<file path="config.mk">
export PLATFORM = sky130hd
export DESIGN_NAME = stepper_pulse_frame_generator_top
export DESIGN_NICKNAME = d
export VERILOG_FILES = /design/src/rtl/core/spfg_pkg.sv /design/src/rtl/core/stepper_pulse_frame_generator_top.sv /design/src/rtl/core/spfg_ram.sv /design/src/rtl/core/spfg_front.sv /design/src/rtl/core/spfg_back.sv
export SDC_FILE = /design/constraint.sdc
export NUM_CORES = 1
export LEC_CHECK = 0
export BUFFER_PORTS_ARGS = -buffer_cell sky130_fd_sc_hd__buf_2
export CAP_MARGIN = 20
export CORE_MARGIN = 2
export CORE_UTILIZATION = 68
export DETAILED_ROUTE_END_ITERATION = 6
export GPL_ROUTABILITY_DRIVEN = 0
export GPL_TIMING_DRIVEN = 0
export HOLD_SLACK_MARGIN = 0.12
export PLACE_DENSITY = 0.88
export SKIP_CTS_REPAIR_TIMING = 1
export SLEW_MARGIN = 40
export SYNTH_ARGS = -nofsm -noshare
export SYNTH_HDL_FRONTEND = slang
export SYNTH_SLANG_ARGS = --single-unit
</file>
<file path="constraint.sdc">
create_clock -name i_clk -period 10.4 [get_ports i_clk]
set_input_delay 1.04 -clock i_clk [delete_from_list [all_inputs] [get_ports i_clk]]
set_output_delay 1.04 -clock i_clk [all_outputs]
set_load 0.01 [all_outputs]
</file>
<file path="src/rtl/core/spfg_pkg.sv">
package spfg_pkg;

    localparam int FILL_W = 6;

    typedef enum logic {
        KIND_PUSH  = 1'b0,
        KIND_FRAME = 1'b1
    } t_kind;

    typedef struct packed {
        t_kind       kind;
        logic [15:0] cmd_ticks;
        logic [7:0]  cmd_steps;
        logic        cmd_flip_dir;
    } t_item;

    // one stored command as it sits in the command store
    typedef struct packed {
        logic        flip_dir;
        logic [7:0]  steps;
        logic [15:0] ticks;
    } t_cmd;

    typedef struct packed {
        logic              step_level;
        logic              dir_level;
        logic              push_dropped;
        logic              queue_idle;
        logic [FILL_W-1:0] queue_fill;
    } t_result;

endpackage

</file>
<file path="src/rtl/core/stepper_pulse_frame_generator_top.sv">
// Stepper step/dir pulse frame generator.
// Input channel (push/full): each transaction either queues a stepper command
// (kind 0: period in ticks, step count, direction toggle) or advances one
// output frame (kind 1). Result channel (empty/pop): exactly one result per
// input transaction, in order: step bit of the frame, direction level, drop
// flag for a push into a full command queue, idle flag and command count.
// A push's result is registered into the output slot when the sequencer
// takes it; a frame that only counts down low time passes the take and
// evaluation steps; one that starts a command passes take, evaluation, store
// read and start (no store read when that command is already at the head),
// plus one evaluation, store read and start step per zero-step pause chained
// in the same frame. Throughput: one push per cycle while the result slot is
// free; a frame holds the sequencer until its result is emitted.
// A two-entry input queue lets pushes be taken while a result waits.
// Reset (synchronous, active low) empties both queues, clears all timing and
// sets direction low; the command store needs no clearing. When the receiver
// stalls, the result stays on the ports, the sequencer holds after one item
// and full rises once the input queue holds two transactions.
module stepper_pulse_frame_generator_top
    import spfg_pkg::*;
#(
    parameter int QUEUE_DEPTH     = 32,
    parameter int TICKS_PER_FRAME = 16
) (
    input  logic              i_clk,
    input  logic              i_rst_n,
    input  logic              push,
    output logic              full,
    input  logic              i_kind,
    input  logic [15:0]       i_cmd_ticks,
    input  logic [7:0]        i_cmd_steps,
    input  logic              i_cmd_flip_dir,
    output logic              empty,
    input  logic              pop,
    output logic              o_step_level,
    output logic              o_dir_level,
    output logic              o_push_dropped,
    output logic              o_queue_idle,
    output logic [FILL_W-1:0] o_queue_fill
);

    t_item   in_item;
    t_item   fr_item;
    logic    fr_valid;
    logic    bk_take;
    logic    bk_emit;
    t_result bk_result;
    logic    res_free;
    logic    r_res_valid;
    t_result r_res;

    assign in_item = '{kind: t_kind'(i_kind),
                       cmd_ticks: i_cmd_ticks,
                       cmd_steps: i_cmd_steps,
                       cmd_flip_dir: i_cmd_flip_dir};

    spfg_front u_front (
        .i_clk   (i_clk),
        .i_rst_n (i_rst_n),
        .i_push  (push),
        .i_item  (in_item),
        .o_full  (full),
        .o_valid (fr_valid),
        .o_item  (fr_item),
        .i_take  (bk_take)
    );

    spfg_back #(
        .QUEUE_DEPTH     (QUEUE_DEPTH),
        .TICKS_PER_FRAME (TICKS_PER_FRAME)
    ) u_back (
        .i_clk      (i_clk),
        .i_rst_n    (i_rst_n),
        .i_valid    (fr_valid),
        .i_item     (fr_item),
        .o_take     (bk_take),
        .i_res_free (res_free),
        .o_emit     (bk_emit),
        .o_result   (bk_result)
    );

    // output register: a slot being popped this cycle counts as free
    assign res_free = !r_res_valid || pop;

    always_ff @(posedge i_clk) begin
        if (!i_rst_n) begin
            r_res_valid <= 1'b0;
        end else if (bk_emit) begin
            r_res_valid <= 1'b1;
        end else if (pop) begin
            r_res_valid <= 1'b0;
        end
    end

    always_ff @(posedge i_clk) begin
        if (bk_emit) begin
            r_res <= bk_result;
        end
    end

    assign empty          = !r_res_valid;
    assign o_step_level   = r_res.step_level;
    assign o_dir_level    = r_res.dir_level;
    assign o_push_dropped = r_res.push_dropped;
    assign o_queue_idle   = r_res.queue_idle;
    assign o_queue_fill   = r_res.queue_fill;

    assert property (@(posedge i_clk) disable iff (!i_rst_n)
        bk_emit |-> res_free)
        else $error("result emitted into an occupied output slot");

endmodule

</file>
<file path="src/rtl/core/spfg_ram.sv">
module spfg_ram #(
    parameter int WIDTH = 8,
    parameter int DEPTH = 32
) (
    input  logic                     i_clk,
    input  logic                     i_we,
    input  logic [$clog2(DEPTH)-1:0] i_waddr,
    input  logic [WIDTH-1:0]         i_wdata,
    input  logic                     i_re,
    input  logic [$clog2(DEPTH)-1:0] i_raddr,
    output logic [WIDTH-1:0]         o_rdata
);

    logic [WIDTH-1:0] r_mem [DEPTH];
    logic [WIDTH-1:0] r_rdata;

    always_ff @(posedge i_clk) begin
        if (i_we) begin
            r_mem[i_waddr] <= i_wdata;
        end
        if (i_re) begin
            r_rdata <= r_mem[i_raddr];
        end
    end

    assign o_rdata = r_rdata;

endmodule

</file>
<file path="src/rtl/core/spfg_front.sv">
module spfg_front
    import spfg_pkg::*;
(
    input  logic  i_clk,
    input  logic  i_rst_n,
    input  logic  i_push,
    input  t_item i_item,
    output logic  o_full,
    output logic  o_valid,
    output t_item o_item,
    input  logic  i_take
);

    // two-entry transaction queue in front of the sequencer
    t_item      r_mem [2];
    logic       r_wr_ptr;
    logic       r_rd_ptr;
    logic [1:0] r_count;
    logic       n_wr;
    logic       n_rd;

    assign o_full  = (r_count == 2'd2);
    assign o_valid = (r_count != 2'd0);
    assign o_item  = r_mem[r_rd_ptr];
    assign n_wr    = i_push && !o_full;
    assign n_rd    = i_take && o_valid;

    always_ff @(posedge i_clk) begin
        if (!i_rst_n) begin
            r_wr_ptr <= 1'b0;
            r_rd_ptr <= 1'b0;
            r_count  <= 2'd0;
        end else begin
            if (n_wr) begin
                r_wr_ptr <= ~r_wr_ptr;
            end
            if (n_rd) begin
                r_rd_ptr <= ~r_rd_ptr;
            end
            case ({n_wr, n_rd})
                2'b10:   r_count <= r_count + 2'd1;
                2'b01:   r_count <= r_count - 2'd1;
                default: r_count <= r_count;
            endcase
        end
    end

    always_ff @(posedge i_clk) begin
        if (n_wr) begin
            r_mem[r_wr_ptr] <= i_item;
        end
    end

    assert property (@(posedge i_clk) disable iff (!i_rst_n)
        r_count != 2'd3)
        else $error("front queue count out of range");

endmodule

</file>
<file path="src/rtl/core/spfg_back.sv">
module spfg_back
    import spfg_pkg::*;
#(
    parameter int QUEUE_DEPTH     = 32,
    parameter int TICKS_PER_FRAME = 16
) (
    input  logic    i_clk,
    input  logic    i_rst_n,
    input  logic    i_valid,
    input  t_item   i_item,
    output logic    o_take,
    input  logic    i_res_free,
    output logic    o_emit,
    output t_result o_result
);

    localparam int AW = $clog2(QUEUE_DEPTH);
    localparam int FW = $clog2(QUEUE_DEPTH + 1);
    localparam logic [AW-1:0] LAST_ADDR = AW'(QUEUE_DEPTH - 1);
    localparam logic [FW-1:0] FULL_FILL = FW'(QUEUE_DEPTH);
    localparam logic [15:0]   TPF       = 16'(TICKS_PER_FRAME);

    typedef enum logic [1:0] {
        S_TAKE,
        S_EVAL,
        S_FETCH,
        S_START
    } t_state;

    t_state      r_state, n_state;
    logic [AW-1:0] r_rd_addr, n_rd_addr;
    logic [AW-1:0] r_wr_addr, n_wr_addr;
    logic [FW-1:0] r_fill, n_fill;
    logic [15:0] r_low, n_low;
    logic [7:0]  r_carry, n_carry;
    logic        r_dir, n_dir;
    logic        r_head_loaded, n_head_loaded;
    logic [15:0] r_head_ticks, n_head_ticks;
    logic [7:0]  r_head_steps, n_head_steps;
    logic        r_head_toggle, n_head_toggle;

    logic        n_emit, n_step, n_drop;
    logic        ram_we, ram_re;
    t_cmd        ram_wdata, ram_rdata;
    logic [16:0] sum;
    logic [15:0] sum_sat;

    spfg_ram #(
        .WIDTH ($bits(t_cmd)),
        .DEPTH (QUEUE_DEPTH)
    ) u_store (
        .i_clk   (i_clk),
        .i_we    (ram_we),
        .i_waddr (r_wr_addr),
        .i_wdata (ram_wdata),
        .i_re    (ram_re),
        .i_raddr (r_rd_addr),
        .o_rdata (ram_rdata)
    );

    assign ram_wdata = '{flip_dir: i_item.cmd_flip_dir,
                         steps: i_item.cmd_steps,
                         ticks: i_item.cmd_ticks};
    assign sum     = {1'b0, r_head_ticks} + 17'(r_carry);
    assign sum_sat = sum[16] ? 16'hFFFF : sum[15:0];

    always_comb begin
        n_state       = r_state;
        n_rd_addr     = r_rd_addr;
        n_wr_addr     = r_wr_addr;
        n_fill        = r_fill;
        n_low         = r_low;
        n_carry       = r_carry;
        n_dir         = r_dir;
        n_head_loaded = r_head_loaded;
        n_head_ticks  = r_head_ticks;
        n_head_steps  = r_head_steps;
        n_head_toggle = r_head_toggle;
        n_emit        = 1'b0;
        n_step        = 1'b0;
        n_drop        = 1'b0;
        ram_we        = 1'b0;
        ram_re        = 1'b0;
        o_take        = 1'b0;

        case (r_state)
            S_TAKE: begin
                if (i_valid && i_res_free) begin
                    o_take = 1'b1;
                    if (i_item.kind == KIND_PUSH) begin
                        n_emit = 1'b1;
                        if (r_fill == FULL_FILL) begin
                            n_drop = 1'b1;
                        end else begin
                            ram_we    = 1'b1;
                            n_wr_addr = (r_wr_addr == LAST_ADDR) ? '0 : r_wr_addr + 1'b1;
                            n_fill    = r_fill + 1'b1;
                        end
                    end else begin
                        n_state = S_EVAL;
                    end
                end
            end
            S_EVAL: begin
                if (r_low >= TPF) begin
                    n_low   = r_low - TPF;
                    n_emit  = 1'b1;
                    n_state = S_TAKE;
                end else begin
                    // a leftover below one frame carries into the next command
                    if (r_low != 16'd0) begin
                        n_carry = r_low[7:0];
                        n_low   = 16'd0;
                    end
                    if (r_fill == '0) begin
                        n_emit  = 1'b1;
                        n_state = S_TAKE;
                    end else if (r_head_loaded) begin
                        n_state = S_START;
                    end else begin
                        ram_re  = 1'b1;
                        n_state = S_FETCH;
                    end
                end
            end
            S_FETCH: begin
                n_head_loaded = 1'b1;
                n_head_ticks  = ram_rdata.ticks;
                n_head_steps  = ram_rdata.steps;
                n_head_toggle = ram_rdata.flip_dir;
                n_state       = S_START;
            end
            S_START: begin
                if (r_head_toggle) begin
                    n_dir         = ~r_dir;
                    n_head_toggle = 1'b0;
                end
                n_low   = sum_sat;
                n_carry = 8'd0;
                if (r_head_steps != 8'd0) begin
                    // the pulse takes one frame out of the period, clamped at zero
                    n_low        = (sum_sat >= TPF) ? sum_sat - TPF : 16'd0;
                    n_head_steps = r_head_steps - 8'd1;
                    n_step       = 1'b1;
                    n_emit       = 1'b1;
                    n_state      = S_TAKE;
                end else begin
                    // pause: keep chaining within this frame
                    n_state = S_EVAL;
                end
                if (r_head_steps <= 8'd1) begin
                    n_rd_addr     = (r_rd_addr == LAST_ADDR) ? '0 : r_rd_addr + 1'b1;
                    n_fill        = r_fill - 1'b1;
                    n_head_loaded = 1'b0;
                end
            end
            default: begin
                n_state = S_TAKE;
            end
        endcase

        o_emit                = n_emit;
        o_result.step_level   = n_step;
        o_result.dir_level    = n_dir;
        o_result.push_dropped = n_drop;
        o_result.queue_idle   = (n_fill == '0) && (n_low < TPF);
        o_result.queue_fill   = FILL_W'(n_fill);
    end

    always_ff @(posedge i_clk) begin
        if (!i_rst_n) begin
            r_state       <= S_TAKE;
            r_rd_addr     <= '0;
            r_wr_addr     <= '0;
            r_fill        <= '0;
            r_low         <= 16'd0;
            r_carry       <= 8'd0;
            r_dir         <= 1'b0;
            r_head_loaded <= 1'b0;
        end else begin
            r_state       <= n_state;
            r_rd_addr     <= n_rd_addr;
            r_wr_addr     <= n_wr_addr;
            r_fill        <= n_fill;
            r_low         <= n_low;
            r_carry       <= n_carry;
            r_dir         <= n_dir;
            r_head_loaded <= n_head_loaded;
        end
    end

    always_ff @(posedge i_clk) begin
        r_head_ticks  <= n_head_ticks;
        r_head_steps  <= n_head_steps;
        r_head_toggle <= n_head_toggle;
    end

    assert property (@(posedge i_clk) disable iff (!i_rst_n)
        r_fill <= FULL_FILL)
        else $error("command fill above queue depth");

    assert property (@(posedge i_clk) disable iff (!i_rst_n)
        r_head_loaded |-> (r_fill != '0))
        else $error("head command held with empty queue");

    assert property (@(posedge i_clk) disable iff (!i_rst_n)
        (r_carry != 8'd0) |-> (r_low == 16'd0))
        else $error("carry held alongside pending low time");

    assert property (@(posedge i_clk) disable iff (!i_rst_n)
        (r_state == S_FETCH) |=> (r_head_loaded && r_state == S_START))
        else $error("fetched command not loaded");

endmodule

</file>
==> run_results.csv <==
group,metric,value,unit
setup_path,endpoint_kind,"register",
cells_and_area,most-common-layout-cells,"edfxtp_1 (912), mux4_2 (250), clkbuf_16 (90), buf_2 (57)",
timing,period_needed,5.38,ns
global_route,antenna_found_initial,7,
global_route,grt_overflow,0,
routing,post_drt_wl_per_cell,41.4,um
synth,async_flop_share,0,%
cells_and_area,fin_area,0.0434,mm^2
timing,fmax,186,MHz
synth,synth_xor_xnor_area_share,0.481,%
synth,syn-num-nets,1938,
synth,ys_top_cells_by_area,"edfxtp_1 (72%), mux4_2 (15%), dfxtp_1 (2.6%), mux2_2 (1.6%), ha_1 (0.95%)",
die,start_util,69.1,%
clock_network,cts-htree-levels,3,
setup_path,path_class,"reg2reg",
synth,syn_avg_cell_area,20.4,um^2
routing,viasPerCell,7.99,
routing,drt-met1-wl,35.9,mm
power_and_ir_drop,vdd_ir_drop_max,0.000273,V
timing,hold_viol_final,0,
die,die_height,241,um
routing,first_pass_iters,7,
synth,muxShareOfSynthArea,16.5,%
setup_path,cpPeakStageDelay,0.60,ns
die,core,0.0553,mm^2
timing,tns,0,ns
worst_hold_path,hold_path_class,"reg2reg",
die,die-area,0.0581,mm^2
routing,drc,1,
synth,synthSimpleGateAreaFrac,3.92,%
setup_path,path_cells,"ha_1, fa_1, a211oi_2, o211ai_1, nand4_1, and2_1, ha_1, nand4b_1, nor4_1, a31o_2, clkbuf_1, o21a_1, nand4_1, nor4_1",
outcome,status,"complete, but fails checks",
timing,timing.final.crit_share,51.7,%
clock_network,clk_latency,0.67,ns
global_route,grt_pass1_vias,22499,
die,row_count,86,
routing,route.met3.wl,16.3,mm
synth,yosysTopAreaCell,"edfxtp_1",
routing,ant_nets,0,
placed_design,placed_area,0.0404,mm^2
routing,drt_iter0_drc,4407,
timing,drv_slew,0,
setup_path,crit_arrival,5.75,ns
die,ios,42,
synth,synth_fa_ha_area_share,1.00,%
setup_path,critPathRequiredTime,10.77,ns
clock_network,clock_sinks,962,
cells_and_area,final_cells,2872,
flow_run,drv_cap,0,
synth,syn_area,0.0382,mm^2
timing,hold_slack,0.419,ns
synth,synth_top_area_share,71.7,%
timing,rsz0062_at_grt,"no",
global_route,grt_start_max_net_pins,33,
cells_and_area,layout-drive-gt1-share,29.4,%
synth,synth_edf_count,912,
setup_path,worst_setup_path_start_kind,"register",
timing,setup_viol,0,
placed_design,dp.cells,2706,
routing,highest_layer,"met5",
clock_network,cts_buffers,90,
clock_network,clk_path_buf_depth,3,
setup_path,worstPathMaxFanout,10,
cells_and_area,syn2layout_area_growth,13.6,%
synth,synth_compound_area_share,2.69,%
outcome,violations,"DRC",
timing,tightest_slew,0.940,ns
synth,ys_ff_latch,962,
synth,yosysSeqAreaShare,74.3,%
global_route,grt_usage,42.6,%
cells_and_area,nNetsFinal,2110,
clock_network,cts_tree,"yes",
clock_network,clkTransAtPathRegs,0.06,ns
synth,ys.flop_type,"edfxtp_1",
synth,yosysWarnings,0,
timing,slew_headroom,37.3,%
synth,synth_top_family_by_area,"multiplexers",
routing,dr_wl_met2,56.3,mm
power_and_ir_drop,powerDensity,221,mW/mm^2
synth,syn_inst,1878,
placed_design,dp_hpwl,65.6,mm
placed_design,port_buffers,40,
timing,fin_skew,0.0291,ns
global_route,grt_pass1_wl,168,mm
routing,num_vias,22944,
clock_network,cts-root-buf,"clkbuf_16",
setup_path,crit_slowest_cell,"nor4_1",
cells_and_area,final_common_cell,"edfxtp_1",
synth,synth_cell_types,68,
routing,routed_wl,119,mm
power_and_ir_drop,p_leak,13.5,nW
die,die_x,241,um
==> path summary, 6_finish.rpt <==
| kind | start | end | slack [ns] | depth (start not counted) |
|---|---|---|---|---|
| setup reg to reg | u_back.r_head_ticks[0] | o_queue_idle | 5.02 | 14 |
| hold reg to reg | u_back.u_store.o_rdata[0] | u_back.r_head_ticks[0] | 0.42 | 0 |
| hold / removal | u_back.u_store.o_rdata[0] | u_back.r_head_ticks[0] | 0.42 | 0 |
| setup / recovery | u_back.r_head_ticks[0] | o_queue_idle | 5.02 | 14 |
==> registers in the layout, summed over array words and instances, names as in the netlist, 2 cells and up, named ones only <==
| signal | count |
|---|---|
| u_front.r_mem | 52 |
| u_back.r_wr_addr | 5 |
| u_back.r_low | 16 |
| u_back.r_head_ticks | 16 |
| u_back.u_store.r_mem | 800 |
| u_back.u_store.o_rdata | 25 |
| u_back.r_fill | 6 |
| u_front.r_count | 2 |
| u_back.r_head_steps | 8 |
| u_back.r_rd_addr | 5 |
| o_queue_fill | 6 |
| u_back.r_carry | 8 |
==> report_power, final <==
| group | total (mW) | switching [mW] | internal [mW] | leakage, nW |
|---|---|---|---|---|
| Combinational | 1.37 | 1.01 | 0.364 | 3.44 |
| Clock | 3.42 | 1.56 | 1.86 | 1.44 |
| Sequential | 4.82 | 0.0698 | 4.75 | 8.63 |
==> cells in the mapped netlist (all sizes together), types with 16 or more instances <==
cell type  number
edfxtp        912
mux4          250
nor2           82
clkbuf         70
mux2           54
dfxtp          50
nand2          49
a21oi          39
o21ai          32
ha             29
nor2b          27
inv            24
nor3           20
xnor2          18
buf            17
and2           16
==> kinds of logic after synthesis <==
family | after synthesis
and+or+nand+nor | 288
AOI/OAI and AO/OA | 155
DFF | 962
muxes | 309
buffers and inverters | 113
adders and majority gates | 30
xor gates and xnor gates | 21
==> metrics by stage <==
step / setup WS (ns) / power (mW) / utilization, %
6_report: 5.02 / 9.61 / 78.5
5_1_grt: 5.18 / 9.79 / 78.5
4_1_cts: 5.54 / 9.51 / 78.4
3_5_place_dp: 5.70 / 6.14 / 73.1
3_3_place_gp: 4.62 / 5.97 / 71.2
2_1_floorplan: 6.19 / 5.63 / -
==> critical path: cells and delay by family (launching register included) <==
kind / cells / cell delay, ns
AND/OR/NAND/NOR: 6 / 2.00
buffers and inverters: 1 / 0.37
flip-flops: 1 / 0.38
adder cells (fa/ha/maj): 3 / 0.97
AO/OA/AOI/OAI: 4 / 1.36
==> layout make-up <==
type                            count  area [um^2]
Clock buffer                      109         2350
Timing Repair Buffer               80          976
Clock inverter                     56          598
Tap cell                          748          936
Inverter                           26         97.6
Antenna cell                        1         2.50
Buffer                             87          390
Multi-Input combinational cell    803         9690
Sequential cell                   962        28400
Fill cell                        2380        11900
==> routing by layer <==
| metal | up-vias | global-route usage, % |
|---|---|---|
| li1 | 8140 | - |
| met1 | 11259 | 52.7 |
| met2 | 2860 | 66.5 |
| met3 | 675 | 11.4 |
| met4 | 10 | 30.1 |
| met5 | - | 0.0842 |
Note: power is estimated with default switching activity, not from simulation.
